<file path="src/rtl/gcalf_pkg.sv">
package gcalf_pkg;

    localparam int CORDIC_STAGES_DEFAULT = 16;
    localparam int ATAN_LEN = 24;

    localparam logic [21:0] ATAN_Q16 [ATAN_LEN] = '{
        22'd2949120, 22'd1740967, 22'd919879, 22'd466945,
        22'd234379, 22'd117304, 22'd58666, 22'd29335,
        22'd14668, 22'd7334, 22'd3667, 22'd1833,
        22'd917, 22'd458, 22'd229, 22'd115,
        22'd57, 22'd29, 22'd14, 22'd7,
        22'd4, 22'd2, 22'd1, 22'd0
    };

    localparam int XY_W = 34;
    localparam int ZR_W = 25;
    localparam int ZV_W = 26;
    localparam int TRIG_W = 32;

    localparam logic signed [XY_W-1:0] CORDIC_GAIN_Q30 = 34'sd652032874;
    localparam logic signed [ZV_W-1:0] RIGHT_ANGLE_Q16 = 26'sd5898240;

    localparam int ISQRT_STEPS = 31;
    localparam int ISQ_W = 62;

    localparam logic [15:0] HALF_TURN = 16'd46080;
    localparam logic [15:0] FADE_START = 16'd17920;
    localparam logic [15:0] FADE_STOP = 16'd23040;
    localparam logic [15:0] BOOST_ONE = 16'd32768;
    localparam logic [16:0] DIV5_RECIP = 17'd52429;
    localparam int DIV5_SHIFT = 18;

    localparam int QUEUE_DEPTH = 4;
    localparam int QPTR_W = $clog2(QUEUE_DEPTH);
    localparam int QCNT_W = $clog2(QUEUE_DEPTH + 1);

    typedef enum logic [1:0] {
        REG_HOME_LATITUDE = 2'd0,
        REG_HOME_LONGITUDE = 2'd1,
        REG_BOOST_ENABLE = 2'd2
    } cfg_index_t;

    typedef struct packed {
        logic signed [ZR_W-1:0] z;
        logic neg;
    } angle_t;

    typedef struct packed {
        angle_t hlat;
        angle_t hlon;
        angle_t plat;
        angle_t plon;
    } q_entry_t;

    function automatic angle_t fold_angle(input logic signed [16:0] a);
        logic signed [17:0] w;
        angle_t r;
        w = {a[16], a};
        if (w >= 18'sd46080) begin
            w = w - 18'sd92160;
        end else if (w < -18'sd46080) begin
            w = w + 18'sd92160;
        end
        r.neg = 1'b0;
        if (w > 18'sd23040) begin
            w = w - 18'sd46080;
            r.neg = 1'b1;
        end else if (w < -18'sd23040) begin
            w = w + 18'sd46080;
            r.neg = 1'b1;
        end
        r.z = {w[16:0], 8'b0};
        return r;
    endfunction

endpackage

</file>
<file path="src/rtl/gcalf_queue.sv">
module gcalf_queue (
    input  logic                clk,
    input  logic                rst_n,
    input  logic                push,
    input  gcalf_pkg::q_entry_t push_data,
    output logic                full,
    input  logic                pop,
    output logic                head_valid,
    output gcalf_pkg::q_entry_t head
);
    import gcalf_pkg::*;

    q_entry_t entry_reg [QUEUE_DEPTH];
    logic [QPTR_W-1:0] wr_ptr_reg, wr_ptr_next;
    logic [QPTR_W-1:0] rd_ptr_reg, rd_ptr_next;
    logic [QCNT_W-1:0] count_reg, count_next;

    assign full = (count_reg == QCNT_W'(QUEUE_DEPTH));
    assign head_valid = (count_reg != '0);
    assign head = entry_reg[rd_ptr_reg];

    always_comb
    begin
        wr_ptr_next = push ? wr_ptr_reg + 1'b1 : wr_ptr_reg;
        rd_ptr_next = pop ? rd_ptr_reg + 1'b1 : rd_ptr_reg;
        count_next = count_reg;
        if (push && !pop) begin
            count_next = count_reg + 1'b1;
        end else if (pop && !push) begin
            count_next = count_reg - 1'b1;
        end
    end

    always_ff @(posedge clk or negedge rst_n)
    begin
        if (!rst_n) begin
            wr_ptr_reg <= '0;
            rd_ptr_reg <= '0;
            count_reg <= '0;
        end else begin
            wr_ptr_reg <= wr_ptr_next;
            rd_ptr_reg <= rd_ptr_next;
            count_reg <= count_next;
        end
    end

    always_ff @(posedge clk)
    begin
        if (push) begin
            entry_reg[wr_ptr_reg] <= push_data;
        end
    end

endmodule

</file>
<file path="config.mk">
export PLATFORM = sky130hd
export DESIGN_NAME = gcalf_queue
export DESIGN_NICKNAME = d
export VERILOG_FILES = /design/src/rtl/gcalf_pkg.sv /design/src/rtl/gcalf_queue.sv
export SDC_FILE = /design/constraint.sdc
export NUM_CORES = 1
export LEC_CHECK = 0
export ABC_AREA = 1
export BUFFER_PORTS_ARGS = -buffer_cell sky130_fd_sc_hd__buf_2
export CORE_UTILIZATION = 30
export DETAILED_ROUTE_END_ITERATION = 10
export GPL_TIMING_DRIVEN = 0
export PLACE_DENSITY = 0.44
export SLEW_MARGIN = 40
export SYNTH_ARGS = -nofsm -noshare
export SYNTH_HDL_FRONTEND = slang
export SYNTH_SLANG_ARGS = --single-unit
</file>
<file path="constraint.sdc">
create_clock -name clk -period 4.45 [get_ports clk]
set_clock_uncertainty 0.15 [all_clocks]
set_input_delay 0.89 -clock clk [delete_from_list [all_inputs] [get_ports clk]]
set_output_delay 0.89 -clock clk [all_outputs]
set_load 0.05 [all_outputs]
</file>
==> flow_metrics.tcl <==
set metrics [dict create \
    status "complete, no violations" \
    ys_ff_latch 423 \
    antenna_left 0 \
    initial_core_util_pct 30.4 \
    dr.first_iter.drc_count 470 \
    largest_register_ffs 416 \
    cts_made_buffers 49 \
    finalWirelength_mm 43.2 \
    clock_sinks 423 \
    min_period_over_period_pct 79.5 \
    synth_top_area_share_pct 74.6 \
    worstSkewPairLatency_ns 0.58 \
    path_cells "buf_2 -> buf_4 -> buf_2 -> o211ai_1 -> nand2_1 -> buf_2" \
    grt_pass1_wl_mm 63.9 \
    placedCellCount 2228 \
    syn_inst 1262 \
    path_common_cell "buf_2" \
    hold_path_end "count_reg[2]$_DFFE_PN0P_" \
    io_buffers 213 \
    worst_setup_path_start_kind "flop" \
    synth_nets 1376 \
    cts_tree "yes" \
    grt_pass1_vias 10189 \
    yosys-top-cells-area "edfxtp_1 (75%), o211ai_1 (9.3%), nand2_1 (7.3%)" \
    nFillCells 5391 \
    rr_worst_depth 5 \
    r2r_slack_ns 2.39 \
    drv_slew 0 \
    coreArea_mm2 0.0551 \
    tightest_slew_ns 0.645 \
    power.total_mw 16.6 \
    layout-drive-gt1-share_pct 21.0 \
    p_int_mw 9.13 \
    wl_per_cell_um 18.6 \
    relSlewSlack_pct 57.0 \
    synth_common_cells "edfxtp_1 (416), nand2_1 (326), inv_1 (219)" \
    postCtsSetupBuffers 0 \
    p_switching_mw 7.42 \
    grt_max_degree 59 \
    drc 0 \
    setup_viol 0 \
    swShare_pct 44.8 \
    ys_types 19 \
    critPathArrivalTime_ns 2.50 \
    ir_worst_vdd_uv 405 \
    cp_top_family "buffers and inverters" \
    synth-edff-count 416 \
    cts_buffer_depth 3 \
    hp-start "count_reg[2]$_DFFE_PN0P_" \
    synth_flop_cell "edfxtp_1" \
    min_period_ns 3.54 \
    gr-usage-all-layers_pct 15.2 \
    crit_slowest_cell "dfrtp_1" \
    antenna_found_initial 8 \
    vias 10230 \
    p_comb_share_pct 43.8 \
    grt-ovfl-total 0 \
    vias_per_cell 4.41 \
    synth.most_common_cell "edfxtp_1" \
    ios 214 \
    path_class "reg -> out" \
    holdPathStages 2 \
    pwr-share-seq_pct 32.4 \
    max_cap_viol_count 0 \
    cts_root_buf "clkbuf_16" \
    seq_area_frac_synth_pct 75.6 \
    synth-async-reset-ratio_pct 1.65 \
    htreeDepth 2 \
    die_w_um 238 \
    crit_fanout 10 \
    cp.required_ns 3.41 \
    first_pass_iters 5 \
    hpwl_mm 25.5 \
    rr_startpoint "wr_ptr_reg[0]$_DFFE_PN0P_" \
    clockPowerShare_pct 23.8 \
    area_growth_pct 22.4 \
    cts_hold_buf 1 \
    place.gp.congestion 0.700 \
    syn_area_mm2 0.0167 \
    final_cells 2320 \
    die-area_mm2 0.0568 \
    dpl_cell_area_mm2 0.0189 \
    end_kind "output port" \
    nNetsFinal 1646 \
    avgSynthCellArea_um2 13.3 \
    ctsResizeCount 0 \
    finalInstanceArea_mm2 0.0205 \
    path_buf_inv 4 \
    clkTransAtPathRegs_ns 0.06 \
    place_ws_ns 1.43 \
    r2r_end "entry_reg[0][27]$_DFFE_PP_" \
    worst_slack_ns 0.913 \
    synth_top_area_cell "edfxtp_1" \
    cp_slowest_stage_delay_ns 0.37 \
    die_y_um 238 \
    leakagePower_nw 8.13 \
    power_density_mw_per_mm2 807 \
    finalHoldViolations 0 \
    rows 86 \
    yosys_warnings 0 \
    hp-class "reg -> reg" \
    rsz0062_at_grt "false" \
    fmax_ghz 0.283 \
    utilization_pct 37.2 \
]
==> layout make-up <==
type                       instances  area [µm²]  area share (%)
sequential                       423       12700            61.8
multi-input combinational        549        2930            14.3
clock buffer                      62        1320            6.43
timing repair buffer             219        1210            5.92
tap                              748         936            4.56
inverter                         220         856            4.17
buffer                            70         329            1.61
clock inverter                    28         253            1.23
antenna                            1        2.50          0.0122
==> layout by cell type, fill, tap and decap left out, drive strengths merged <==
master	count
ha	5
o211ai	208
nand3	1
fa	1
dlygate4sd3	1
o21ai	1
clkbuf	88
nor2	1
nor3	1
diode	1
nand2	326
xnor2	1
inv	221
nand4	1
clkinv	22
bufinv	5
edfxtp	416
xor2	3
dfrtp	7
buf	262
==> routing by layer <==
metal | GRT usage (%) | vias up | wire length, µm
met5 | 0 | - | 85
met4 | 4.58 | 14 | 862
met3 | 3.77 | 77 | 2430
met2 | 25.1 | 214 | 20600
met1 | 19.6 | 4978 | 19200
li1 | - | 4947 | -
==> per-stage QoR <==
| stage | hold WS (ns) | TNS [ns] |
|---|---|---|
| global route | 0.339 | 0 |
| CTS | 0.327 | 0 |
| global placement | 0.309 | -649.35 |
| finish | 0.336 | 0 |
| floorplan | 0.292 | 0 |
| detailed placement | 0.328 | 0 |
==> worst max path at each step <==
| stage | from | to | slack [ns] | cells past startpoint |
|---|---|---|---|---|
| 4_1_cts | rd_ptr_reg[0]$_DFFE_PN0P_ | head[37] | 0.78 | 6 |
| 3_5_place_dp | rd_ptr_reg[0]$_DFFE_PN0P_ | head[37] | 1.43 | 6 |
| 5_1_grt | rd_ptr_reg[0]$_DFFE_PN0P_ | head[94] | 0.70 | 6 |
| 6_report | rd_ptr_reg[0]$_DFFE_PN0P_ | head[21] | 0.91 | 6 |
| 2_1_floorplan | push | entry_reg[0][0]$_DFFE_PP_ | 0.65 | 3 |
| 3_3_place_gp | push | entry_reg[1][31]$_DFFE_PP_ | -1.63 | 4 |
==> power groups by stage <==
stage                     logic (mW)  clock network, mW  registers [mW]
after floorplan                 5.07                  0            5.48
after global placement          7.32                  0            5.59
after detailed placement        7.43                  0            5.45
after CTS                       7.45               4.06            5.37
after global routing            7.83               4.21            5.42
final                           7.25               3.94            5.36
==> cell families (layout without fill, tap and decap cells) <==
| kind of cell | after synthesis | after routing | synth area share, % |
|---|---|---|---|
| other | 0 | 1 | 0 |
| AND/OR/NAND/NOR | 330 | 330 | 7.43 |
| XOR/XNOR | 4 | 4 | 0.209 |
| flip-flops | 423 | 423 | 75.6 |
| adder cells (fa/ha/maj) | 6 | 6 | 0.493 |
| AO/OA/AOI/OAI | 209 | 209 | 9.35 |
| buffers and inverters | 290 | 599 | 6.89 |
==> worst register-to-register path: cells and delay by family (launching register included) <==
kind | cells | cell delay (ns)
buf+inv | 3 | 0.80
simple gates | 1 | 0.12
fa+ha+maj | 1 | 0.14
flops | 1 | 0.41
Power figures use the tool's default switching activity.
