`src/rtl/gcalf_pkg.sv`:
```
package gcalf_pkg;

    localparam int CORDIC_STAGES_DEFAULT = 16;
    localparam int ATAN_LEN = 24;

    localparam logic [21:0] ATAN_Q16 [ATAN_LEN] = '{
        22'd2949120, 22'd1740967, 22'd919879, 22'd466945,
        22'd234379, 22'd117304, 22'd58666, 22'd29335,
        22'd14668, 22'd7334, 22'd3667, 22'd1833,
        22'd917, 22'd458, 22'd229, 22'd115,
        22'd57, 22'd29, 22'd14, 22'd7,
        22'd4, 22'd2, 22'd1, 22'd0
    };

    localparam int XY_W = 34;
    localparam int ZR_W = 25;
    localparam int ZV_W = 26;
    localparam int TRIG_W = 32;

    localparam logic signed [XY_W-1:0] CORDIC_GAIN_Q30 = 34'sd652032874;
    localparam logic signed [ZV_W-1:0] RIGHT_ANGLE_Q16 = 26'sd5898240;

    localparam int ISQRT_STEPS = 31;
    localparam int ISQ_W = 62;

    localparam logic [15:0] HALF_TURN = 16'd46080;
    localparam logic [15:0] FADE_START = 16'd17920;
    localparam logic [15:0] FADE_STOP = 16'd23040;
    localparam logic [15:0] BOOST_ONE = 16'd32768;
    localparam logic [16:0] DIV5_RECIP = 17'd52429;
    localparam int DIV5_SHIFT = 18;

    localparam int QUEUE_DEPTH = 4;
    localparam int QPTR_W = $clog2(QUEUE_DEPTH);
    localparam int QCNT_W = $clog2(QUEUE_DEPTH + 1);

    typedef enum logic [1:0] {
        REG_HOME_LATITUDE = 2'd0,
        REG_HOME_LONGITUDE = 2'd1,
        REG_BOOST_ENABLE = 2'd2
    } cfg_index_t;

    typedef struct packed {
        logic signed [ZR_W-1:0] z;
        logic neg;
    } angle_t;

    typedef struct packed {
        angle_t hlat;
        angle_t hlon;
        angle_t plat;
        angle_t plon;
    } q_entry_t;

    function automatic angle_t fold_angle(input logic signed [16:0] a);
        logic signed [17:0] w;
        angle_t r;
        w = {a[16], a};
        if (w >= 18'sd46080) begin
            w = w - 18'sd92160;
        end else if (w < -18'sd46080) begin
            w = w + 18'sd92160;
        end
        r.neg = 1'b0;
        if (w > 18'sd23040) begin
            w = w - 18'sd46080;
            r.neg = 1'b1;
        end else if (w < -18'sd23040) begin
            w = w + 18'sd46080;
            r.neg = 1'b1;
        end
        r.z = {w[16:0], 8'b0};
        return r;
    endfunction

endpackage

```
`src/rtl/gcalf_front.sv`:
```
module gcalf_front (
    input  logic               in_valid,
    output logic               in_stall,
    input  logic signed [15:0] point_latitude,
    input  logic signed [16:0] point_longitude,
    input  logic signed [15:0] home_latitude,
    input  logic signed [16:0] home_longitude,
    input  logic               q_full,
    output logic               push,
    output gcalf_pkg::q_entry_t push_data
);
    import gcalf_pkg::*;

    assign in_stall = q_full;
    assign push = in_valid && !q_full;

    always_comb
    begin
        push_data.hlat = fold_angle({home_latitude[15], home_latitude});
        push_data.hlon = fold_angle(home_longitude);
        push_data.plat = fold_angle({point_latitude[15], point_latitude});
        push_data.plon = fold_angle(point_longitude);
    end

endmodule

```
`config.mk`:
```
export PLATFORM = sky130hd
export DESIGN_NAME = gcalf_front
export DESIGN_NICKNAME = d
export VERILOG_FILES = /design/src/rtl/gcalf_pkg.sv /design/src/rtl/gcalf_front.sv
export SDC_FILE = /design/constraint.sdc
export NUM_CORES = 1
export LEC_CHECK = 0
export BUFFER_PORTS_ARGS = -buffer_cell sky130_fd_sc_hd__buf_4
export CAP_MARGIN = 20
export CORE_ASPECT_RATIO = 0.6
export CORE_MARGIN = 8
export CORE_UTILIZATION = 40
export DETAILED_ROUTE_END_ITERATION = 8
export PLACE_DENSITY = 0.82
export SETUP_SLACK_MARGIN = 0.4
export SLEW_MARGIN = 10
export SYNTH_ARGS = -nofsm -noshare
export SYNTH_HDL_FRONTEND = slang
export SYNTH_SLANG_ARGS = --single-unit
```
`constraint.sdc`:
```
create_clock -name vclk -period 2.8
set_input_delay 0.14 -clock vclk [all_inputs]
set_output_delay 0.14 -clock vclk [all_outputs]
set_load 0.1 [all_outputs]
```
==> results of run 1 <==
final cells by class:
type | instances | share of cell area
inverters | 22 | 0.0178
multi-input cells | 282 | 0.548
well taps | 84 | 0.0201
repair buffers | 237 | 0.414
cells in the final DEF, fill, tap and decap left out, types with 11 or more instances in the layout:
| cell type | instances |
|---|---|
| a21oi_2 | 11 |
| conb_1 | 32 |
| buf_4 | 190 |
| xnor2_4 | 14 |
| nor2_1 | 16 |
| buf_12 | 21 |
| nand2_1 | 15 |
| buf_6 | 21 |
| ha_1 | 12 |
| inv_1 | 18 |
layer usage:
metal	wire, um	GRT usage	up-vias
met5	0	0	-
met4	778	0.0648	0
met3	1760	0.0372	82
met2	6750	0.445	340
met1	4770	0.279	1719
li1	-	-	1564
cell families (layout without fill, tap and decap cells):
group                      count (synthesis)  in the layout  synth area share
AOI/OAI and AO/OA                        104            104             0.296
and+or+nand+nor                          103            103             0.242
buffers and inverters                    102            259             0.270
adders and majority gates                 20             20             0.102
xor gates and xnor gates                  18             18            0.0675
muxes                                      5              5            0.0210
other                                      1             32           0.00153
metrics by stage:
stage	util	cells	power [W]
after floorplan	-	384	0.00163
after global placement	0.707	596	0.00199
after detailed placement	0.707	596	0.00202
after CTS	0.810	616	0.00227
after global routing	0.869	625	0.00250
final	0.869	625	0.00245
power by group through the flow:
stage	clock network (W)	logic (W)	registers [W]
after floorplan	0	0.00163	0
after global placement	0	0.00199	0
after detailed placement	0	0.00202	0
after CTS	0	0.00227	0
after global routing	0	0.00250	0
final	0	0.00245	0
path summary, 6_finish.rpt:
| check | from | endpoint | slack [ns] | cells past startpoint |
|---|---|---|---|---|
| setup / recovery | point_longitude[8] | push_data[22] | -0.20 | 14 |
| hold / removal | home_latitude[7] | push_data[94] | 0.59 | 2 |
what timing repair did:
action,CTS,global route
setup endpoints to repair,22,22
buffers inserted,20,9
pin swaps,43,31
gates resized for setup,99,56
==> out/qor.yml, run 1 <==
status: "finished, violations left"
failed_checks: "negative setup slack"
routed_wl_um: 14100
p_int_w: 0.000820
placed_area_um2: 4250
max-slew-margin-rel: 0.609
track_usage: 0.242
drtPass1Iterations: 6
crit_slowest_cell: "a311o_2"
route.vias.total: 3705
yosysSeqAreaShare: 0
max_freq_ghz: 0.333
grt_pass1_vias: 3480
cp_max_fo: 4
seq_area_um2: 0
clkPwrFrac: 0
setup_slack_ns: -0.199
rows: 22
seq_power_share: 0
antenna_left: 0
dpl.hpwl_um: 8710
fin_setup_tns_ns: -1.38
cp_slowest_stage_delay_ns: 0.46
p_sw_w: 0.00163
power_switching_share: 0.666
synthCells: 353
ioPinCount: 174
multiInputGateArea_um2: 2860
fillers: 300
dieHeight_um: 76.6
cap_violations: 0
grt_pass1_wl_um: 17900
hold_slack_ns: 0.595
nFlopsAndLatches: 0
final_area_um2: 5220
coreArea_um2: 6000
crit_chain: "buf_4, nor4_4, and3_4, a21o_1, nor3_4, nor2_4, ha_4, a21oi_4, nor3_2, o32ai_2, a311o_2, o22a_4, xnor2_4, buf_12"
start_kind: "primary input"
yosysTopAreaCellShare: 0.224
final_nets: 631
wl_per_cell_um: 22.5
vdd_drop_max_v: 0.000437
path_delay_family: "compound AO/OA/AOI/OAI gates"
path_class: "in2out"
finalHoldViolations: 0
io_buffers: 142
yosysWarnings: 0
place_ws_ns: -0.398
maxSlewViolCount: 0
layout-drive-gt1-share: 0.649
pwr_density_cell_nw_per_um2: 470
overflow: 0
chipWidth_um: 117
synth_common_cells: "73 x buf_4, 25 x a21oi_1, 22 x inv_1"
rsz0062_at_grt: "yes"
hold_class: "in2out"
power_frac_comb: 1.000
yosys.cell_count.top_type: "buf_4"
netlist_area_um2: 2450
p_leak_nw: 2.39
worst_pin_slew_ns: 0.581
setup_viol: 13
route.detailed.drc: 0
start_util: 0.408
n_antenna_cell: 0
grt_start_max_net_pins: 11
fin_crit_sh: 1.07
synth.avg_cell_area_um2: 6.94
dieArea_um2: 8960
yosysTopAreaCell: "buf_4"
min_period_ns: 3.00
synth.area.top_cells: "buf_4 22%, ha_1 10%, xnor2_1 5.4%"
critPathRequiredTime_ns: 2.66
cp.arrival_ns: 2.86
place.gp.congestion: 0.962
viasPerCell: 5.93
dr.first_iter.drc_count: 400
hold_buffers: 0
area_growth_syn_to_layout_pct: 113
antenna_found_initial: 0
cp-end-kind: "primary output"
n_clock_buffer: 0
path_buf_inv: 2
synth_cell_types: 64
(Power assumes the default switching activity.)
==> inputs of run 2 (changes only) <==
CORE_UTILIZATION = 38   (was 40)
PLACE_DENSITY = 0.78   (was 0.82)
==> run 2 against run 1 <==
  * The flow still finishes with violations (negative setup slack)
  * Critical path depth increased by 2
  * Cell count decreased by 0.48%
  * Wire length decreased by 7.8%
  * Combinational power decreased by 2%
  * Largest cell class unchanged
  * Largest power group unchanged
  * First-iteration DRC count decreased by 23%
  * Die area increased by 4.3%
  * Critical path type unchanged
  * Cell area decreased by 1.6%
==> out/qor.yml, run 2 (synthesis gave the netlist of run 1 again) <==
nFlopsAndLatches: 0  # unchanged
wl_per_cell_um: 20.8  # was 22.5 um
cap_violations: 0  # unchanged
setup_slack_ns: -0.304  # was -0.199 ns
grt_pass1_vias: 3454  # was 3480
start_kind: "primary input"  # unchanged
cp.arrival_ns: 2.96  # was 2.86 ns
coreArea_um2: 6170  # was 6000 um^2
path_class: "in2out"  # unchanged
routed_wl_um: 13000  # was 14100 um
setup_viol: 11  # was 13
finalHoldViolations: 0  # unchanged
seq_area_um2: 0  # unchanged
overflow: 0  # unchanged
grt_pass1_wl_um: 17600  # was 17900 um
dieHeight_um: 78.2  # was 76.6 um
critPathRequiredTime_ns: 2.66  # about the same
failed_checks: "negative setup slack"  # unchanged
max_freq_ghz: 0.322  # was 0.333 GHz
mostFrequentLayoutCell: "buf_4"  # unchanged
viasPerCell: 5.75  # was 5.93
n_antenna_cell: 0  # unchanged
antenna_found_initial: 0  # unchanged
track_usage: 0.219  # was 0.242
dpl.hpwl_um: 8860  # was 8710 um
chipWidth_um: 120  # was 117 um
grt_start_max_net_pins: 10  # was 11
fin_cells: 622  # was 625
hold_class: "in2out"  # unchanged
ioPinCount: 174  # unchanged
start_util: 0.397  # was 0.408
pwr_density_cell_nw_per_um2: 468  # was 470 nW/um^2
worst_pin_slew_ns: 0.466  # was 0.581 ns
final_nets: 628  # was 631
rsz0062_at_grt: "yes"  # unchanged
maxSlewViolCount: 0  # unchanged
max-slew-margin-rel: 0.681  # was 0.609
rows: 22  # unchanged
place.gp.congestion: 0.921  # was 0.962
cp_max_fo: 7  # was 4
area_growth_syn_to_layout_pct: 110  # was 113%
dr.first_iter.drc_count: 310  # was 400
cp-end-kind: "primary output"  # unchanged
hold_slack_ns: 0.603  # was 0.595 ns
route.vias.total: 3577  # was 3705
antenna_left: 0  # unchanged
fin_crit_sh: 1.11  # was 1.07
vdd_drop_max_v: 0.000365  # was 0.000437 V
dp.cells: 604  # was 596
p_leak_nw: 2.35  # was 2.39 nW
n_clock_buffer: 0  # unchanged
dieArea_um2: 9350  # was 8960 um^2
final_cell_mix: "189 x buf_4, 32 x conb_1, 22 x buf_12"  # was 190 x buf_4, 32 x conb_1, 21 x buf_6, 21 x buf_12, 18 x inv_1
min_period_ns: 3.10  # was 3.00 ns
drtPass1Iterations: 5  # was 6
layout-drive-gt1-share: 0.649  # about the same
io_buffers: 142  # unchanged
status: "finished, violations left"  # unchanged
route.detailed.drc: 0  # unchanged
run 2: changes by cell type in the layout (fill, tap and decap cells not counted), sizes merged:
cell,previous run,this run
buf,237,234
run 2: cell type report:
class | count | area [um^2]
fill | 331 | 1030
timing repair buffer | 234 | 2130
multi-input combinational | 282 | 2810
tap | 84 | 105
inverter | 22 | 90.1
run 2: metal layers:
metal | up-vias | track usage | share of wire
li1 | 1563 | - | -
met1 | 1700 | 0.252 | 0.36
met2 | 255 | 0.414 | 0.50
met3 | 59 | 0.0421 | 0.097
met4 | 0 | 0.0421 | 0.041
met5 | - | 0 | 0
run 2: power by group:
part | switching [W] | internal [W]
clock network | 0 | 0
registers | 0 | 0
logic | 0.00160 | 0.000804
run 2: path summary, 6_finish.rpt:
check,slack [ns],depth (start not counted),endpoint,from
setup / recovery,-0.30,16,push_data[22],point_longitude[11]
hold / removal,0.60,2,push_data[17],point_longitude[8]
run 2: what timing repair did:
item,CTS,global route
hold buffers,0,0
endpoints found under the setup margin,20,23
pin swaps,41,26
setup buffers,13,5
gates resized for setup,98,53
run 2: critical path: stages:
cell and delay (ns):
buf_12 0.10, inv_6 0.04, ha_4 0.16, a211oi_4 0.27, nor3_2 0.11, a21oi_2 0.20, a21oi_2 0.12, nor2_4 0.17
ha_4 0.17, a21oi_4 0.06, nor3_2 0.22, o32ai_2 0.16, a311o_2 0.41, o22a_1 0.28, xnor2_4 0.17, buf_12 0.19
run 2: metrics by stage:
| stage | setup WS, ns | util | cell area, um^2 | total power (W) | setup TNS, ns |
|---|---|---|---|---|---|
| 6_report | -0.304 | 0.832 | 5130 | 0.00240 | -1.79 |
| 5_1_grt | -0.399 | 0.832 | 5130 | 0.00246 | -3.04 |
| 4_1_cts | -0.0879 | 0.783 | 4830 | 0.00227 | -0.267 |
| 3_5_place_dp | -0.389 | 0.698 | 4310 | 0.00203 | -3.76 |
| 3_3_place_gp | -0.289 | 0.698 | 4310 | 0.00200 | -2.20 |
| 2_1_floorplan | -1.14 | - | 3170 | 0.00163 | -5.44 |
==> inputs of run 3 (changes only) <==
CORE_ASPECT_RATIO = 0.7   (was 0.6)
CORE_MARGIN = 10   (was 8)
==> run 3 against run 2 <==
  * The run still ends with negative setup slack left
  * Global-route usage fell by 1.3 points
  * Count of clock-buffer cells in the layout unchanged
  * Cell count is 0.32% higher
  * Worst setup slack gained 0.033 ns
  * Non-clock buffer count grew 8
  * Die area up 8.1%
  * Hold slack got worse by 0.0028 ns
  * Utilization decreased by 1.1 points
  * Critical endpoint unchanged
  * Largest cell class unchanged
  * Highest routed layer unchanged
==> out/qor.yml, run 3 (synthesis gave the netlist of run 1 again) <==
wl_per_cell_um: 20.1  # was 20.8 um
rows: 24  # was 22
dieHeight_um: 87.2  # was 78.2 um
hold_class: "in2out"  # unchanged
p_sw_w: 0.00159  # was 0.00160 W
n_antenna_cell: 0  # unchanged
cap_violations: 0  # unchanged
area_growth_syn_to_layout_pct: 110  # unchanged
cp-endpoint: "push_data[22]"  # unchanged
antenna_left: 0  # unchanged
cp.arrival_ns: 2.93  # was 2.96 ns
route.vias.total: 3423  # was 3577
mostFrequentLayoutCell: "buf_4"  # unchanged
crit_start: "point_longitude[12]"  # was point_longitude[11]
cp_max_fo: 7  # unchanged
seq_power_share: 0  # about the same
power_frac_comb: 1.000  # about the same
maxSlewViolCount: 0  # unchanged
route.detailed.drc: 0  # unchanged
failed_checks: "negative setup slack"  # unchanged
track_usage: 0.205  # was 0.219
drtPass1Iterations: 5  # unchanged
start_kind: "primary input"  # unchanged
worst_pin_slew_ns: 0.607  # was 0.466 ns
path_class: "in2out"  # unchanged
max_freq_ghz: 0.326  # was 0.322 GHz
cp-end-kind: "primary output"  # unchanged
grt_pass1_vias: 3255  # was 3454
pwr_density_cell_nw_per_um2: 466  # was 468 nW/um^2
dr.first_iter.drc_count: 221  # was 310
coreArea_um2: 6250  # was 6170 um^2
viasPerCell: 5.49  # was 5.75
grt_pass1_wl_um: 17300  # was 17600 um
routed_wl_um: 12500  # was 13000 um
antenna_found_initial: 0  # unchanged
p_leak_nw: 2.38  # was 2.35 nW
final_area_um2: 5130  # unchanged
post-route-util: 0.822  # was 0.832
total_power_w: 0.00239  # was 0.00240 W
finalHoldViolations: 0  # unchanged
overflow: 0  # unchanged
p_int_w: 0.000804  # about the same
ioPinCount: 174  # unchanged
place.gp.congestion: 0.876  # was 0.921
dpl.hpwl_um: 9060  # was 8860 um
clkPwrFrac: 0  # about the same
setup_viol: 12  # was 11
power_switching_share: 0.664  # was 0.665
seq_area_um2: 0  # unchanged
layout-drive-gt1-share: 0.639  # was 0.649
setup_slack_ns: -0.271  # was -0.304 ns
final_cell_mix: "197 x buf_4, 32 x conb_1, 23 x buf_6"  # was 189 x buf_4, 32 x conb_1, 22 x buf_12
max-slew-margin-rel: 0.591  # was 0.681
n_clock_buffer: 0  # unchanged
dieArea_um2: 10100  # was 9350 um^2
hold_slack_ns: 0.600  # was 0.603 ns
grt_start_max_net_pins: 11  # was 10
start_util: 0.392  # was 0.397
final_nets: 636  # was 628
placed_area_um2: 4350  # was 4310 um^2
critPathRequiredTime_ns: 2.66  # about the same
vdd_drop_max_v: 0.000320  # was 0.000365 V
min_period_ns: 3.07  # was 3.10 ns
rsz0062_at_grt: "yes"  # unchanged
nFlopsAndLatches: 0  # unchanged
io_buffers: 142  # unchanged
status: "finished, violations left"  # unchanged
chipWidth_um: 116  # was 120 um
fin_crit_sh: 1.10  # was 1.11
fillers: 378  # was 331
==> run 3: per-layer routing <==
layer | GRT usage | vias to the layer above | routed length, um
li1 | - | 1565 | -
met1 | 0.239 | 1597 | 4690
met2 | 0.395 | 226 | 6530
met3 | 0.0337 | 35 | 1020
met4 | 0.0159 | 0 | 301
met5 | 0 | - | 0
==> run 3: stage by stage <==
| stage | setup slack (ns) | cells | TNS (ns) |
|---|---|---|---|
| final | -0.271 | 624 | -1.58 |
| after global routing | -0.347 | 624 | -2.97 |
| after CTS | -0.166 | 615 | -1.01 |
| after detailed placement | -0.452 | 605 | -3.57 |
| after global placement | -0.464 | 605 | -3.73 |
| after floorplan | -1.14 | 384 | -5.44 |
==> run 3: final cells by class <==
type,instances,area [um^2],share of cell area
tap,78,97.6,0.0190
inverter,22,87.6,0.0171
timing repair buffer,242,2160,0.421
multi-input combinational,282,2790,0.543
==> run 3: worst min-delay path by stage <==
| stage | startpoint | end | slack (ns) | depth (start not counted) |
|---|---|---|---|---|
| finish | home_latitude[7] | push_data[94] | 0.60 | 2 |
| global route | home_latitude[7] | push_data[94] | 0.60 | 2 |
| CTS | point_longitude[6] | push_data[15] | 0.61 | 2 |
| detailed placement | home_latitude[2] | push_data[89] | 0.62 | 2 |
| global placement | home_latitude[2] | push_data[89] | 0.62 | 2 |
| floorplan | home_latitude[14] | push_data[101] | 0.48 | 1 |
==> run 3: power groups by stage <==
stage               Combinational (W)  Sequential [W]  Clock, W
floorplan                     0.00163               0         0
CTS                           0.00226               0         0
finish                        0.00239               0         0
detailed placement            0.00203               0         0
global route                  0.00246               0         0
global placement              0.00201               0         0
==> run 3: what timing repair did <==
action / 4_1_cts / 5_1_grt
setup buffers: 10 / 9
endpoints found under the setup margin: 21 / 21
resized for setup: 86 / 48
pin swaps: 32 / 32
cloned: 0 / 0
hold buffers: 0 / 0
==> run 3: critical path, stage by stage <==
cell and delay (ns):
buf_6 0.11, inv_2 0.06, ha_4 0.15, a211o_1 0.34, a21o_1 0.27, a21oi_4 0.23
nor2_4 0.09, ha_4 0.18, a21oi_4 0.18, nor3_2 0.06, o32ai_2 0.17, a311o_1 0.32
o22a_1 0.27, xnor2_4 0.15, buf_12 0.20
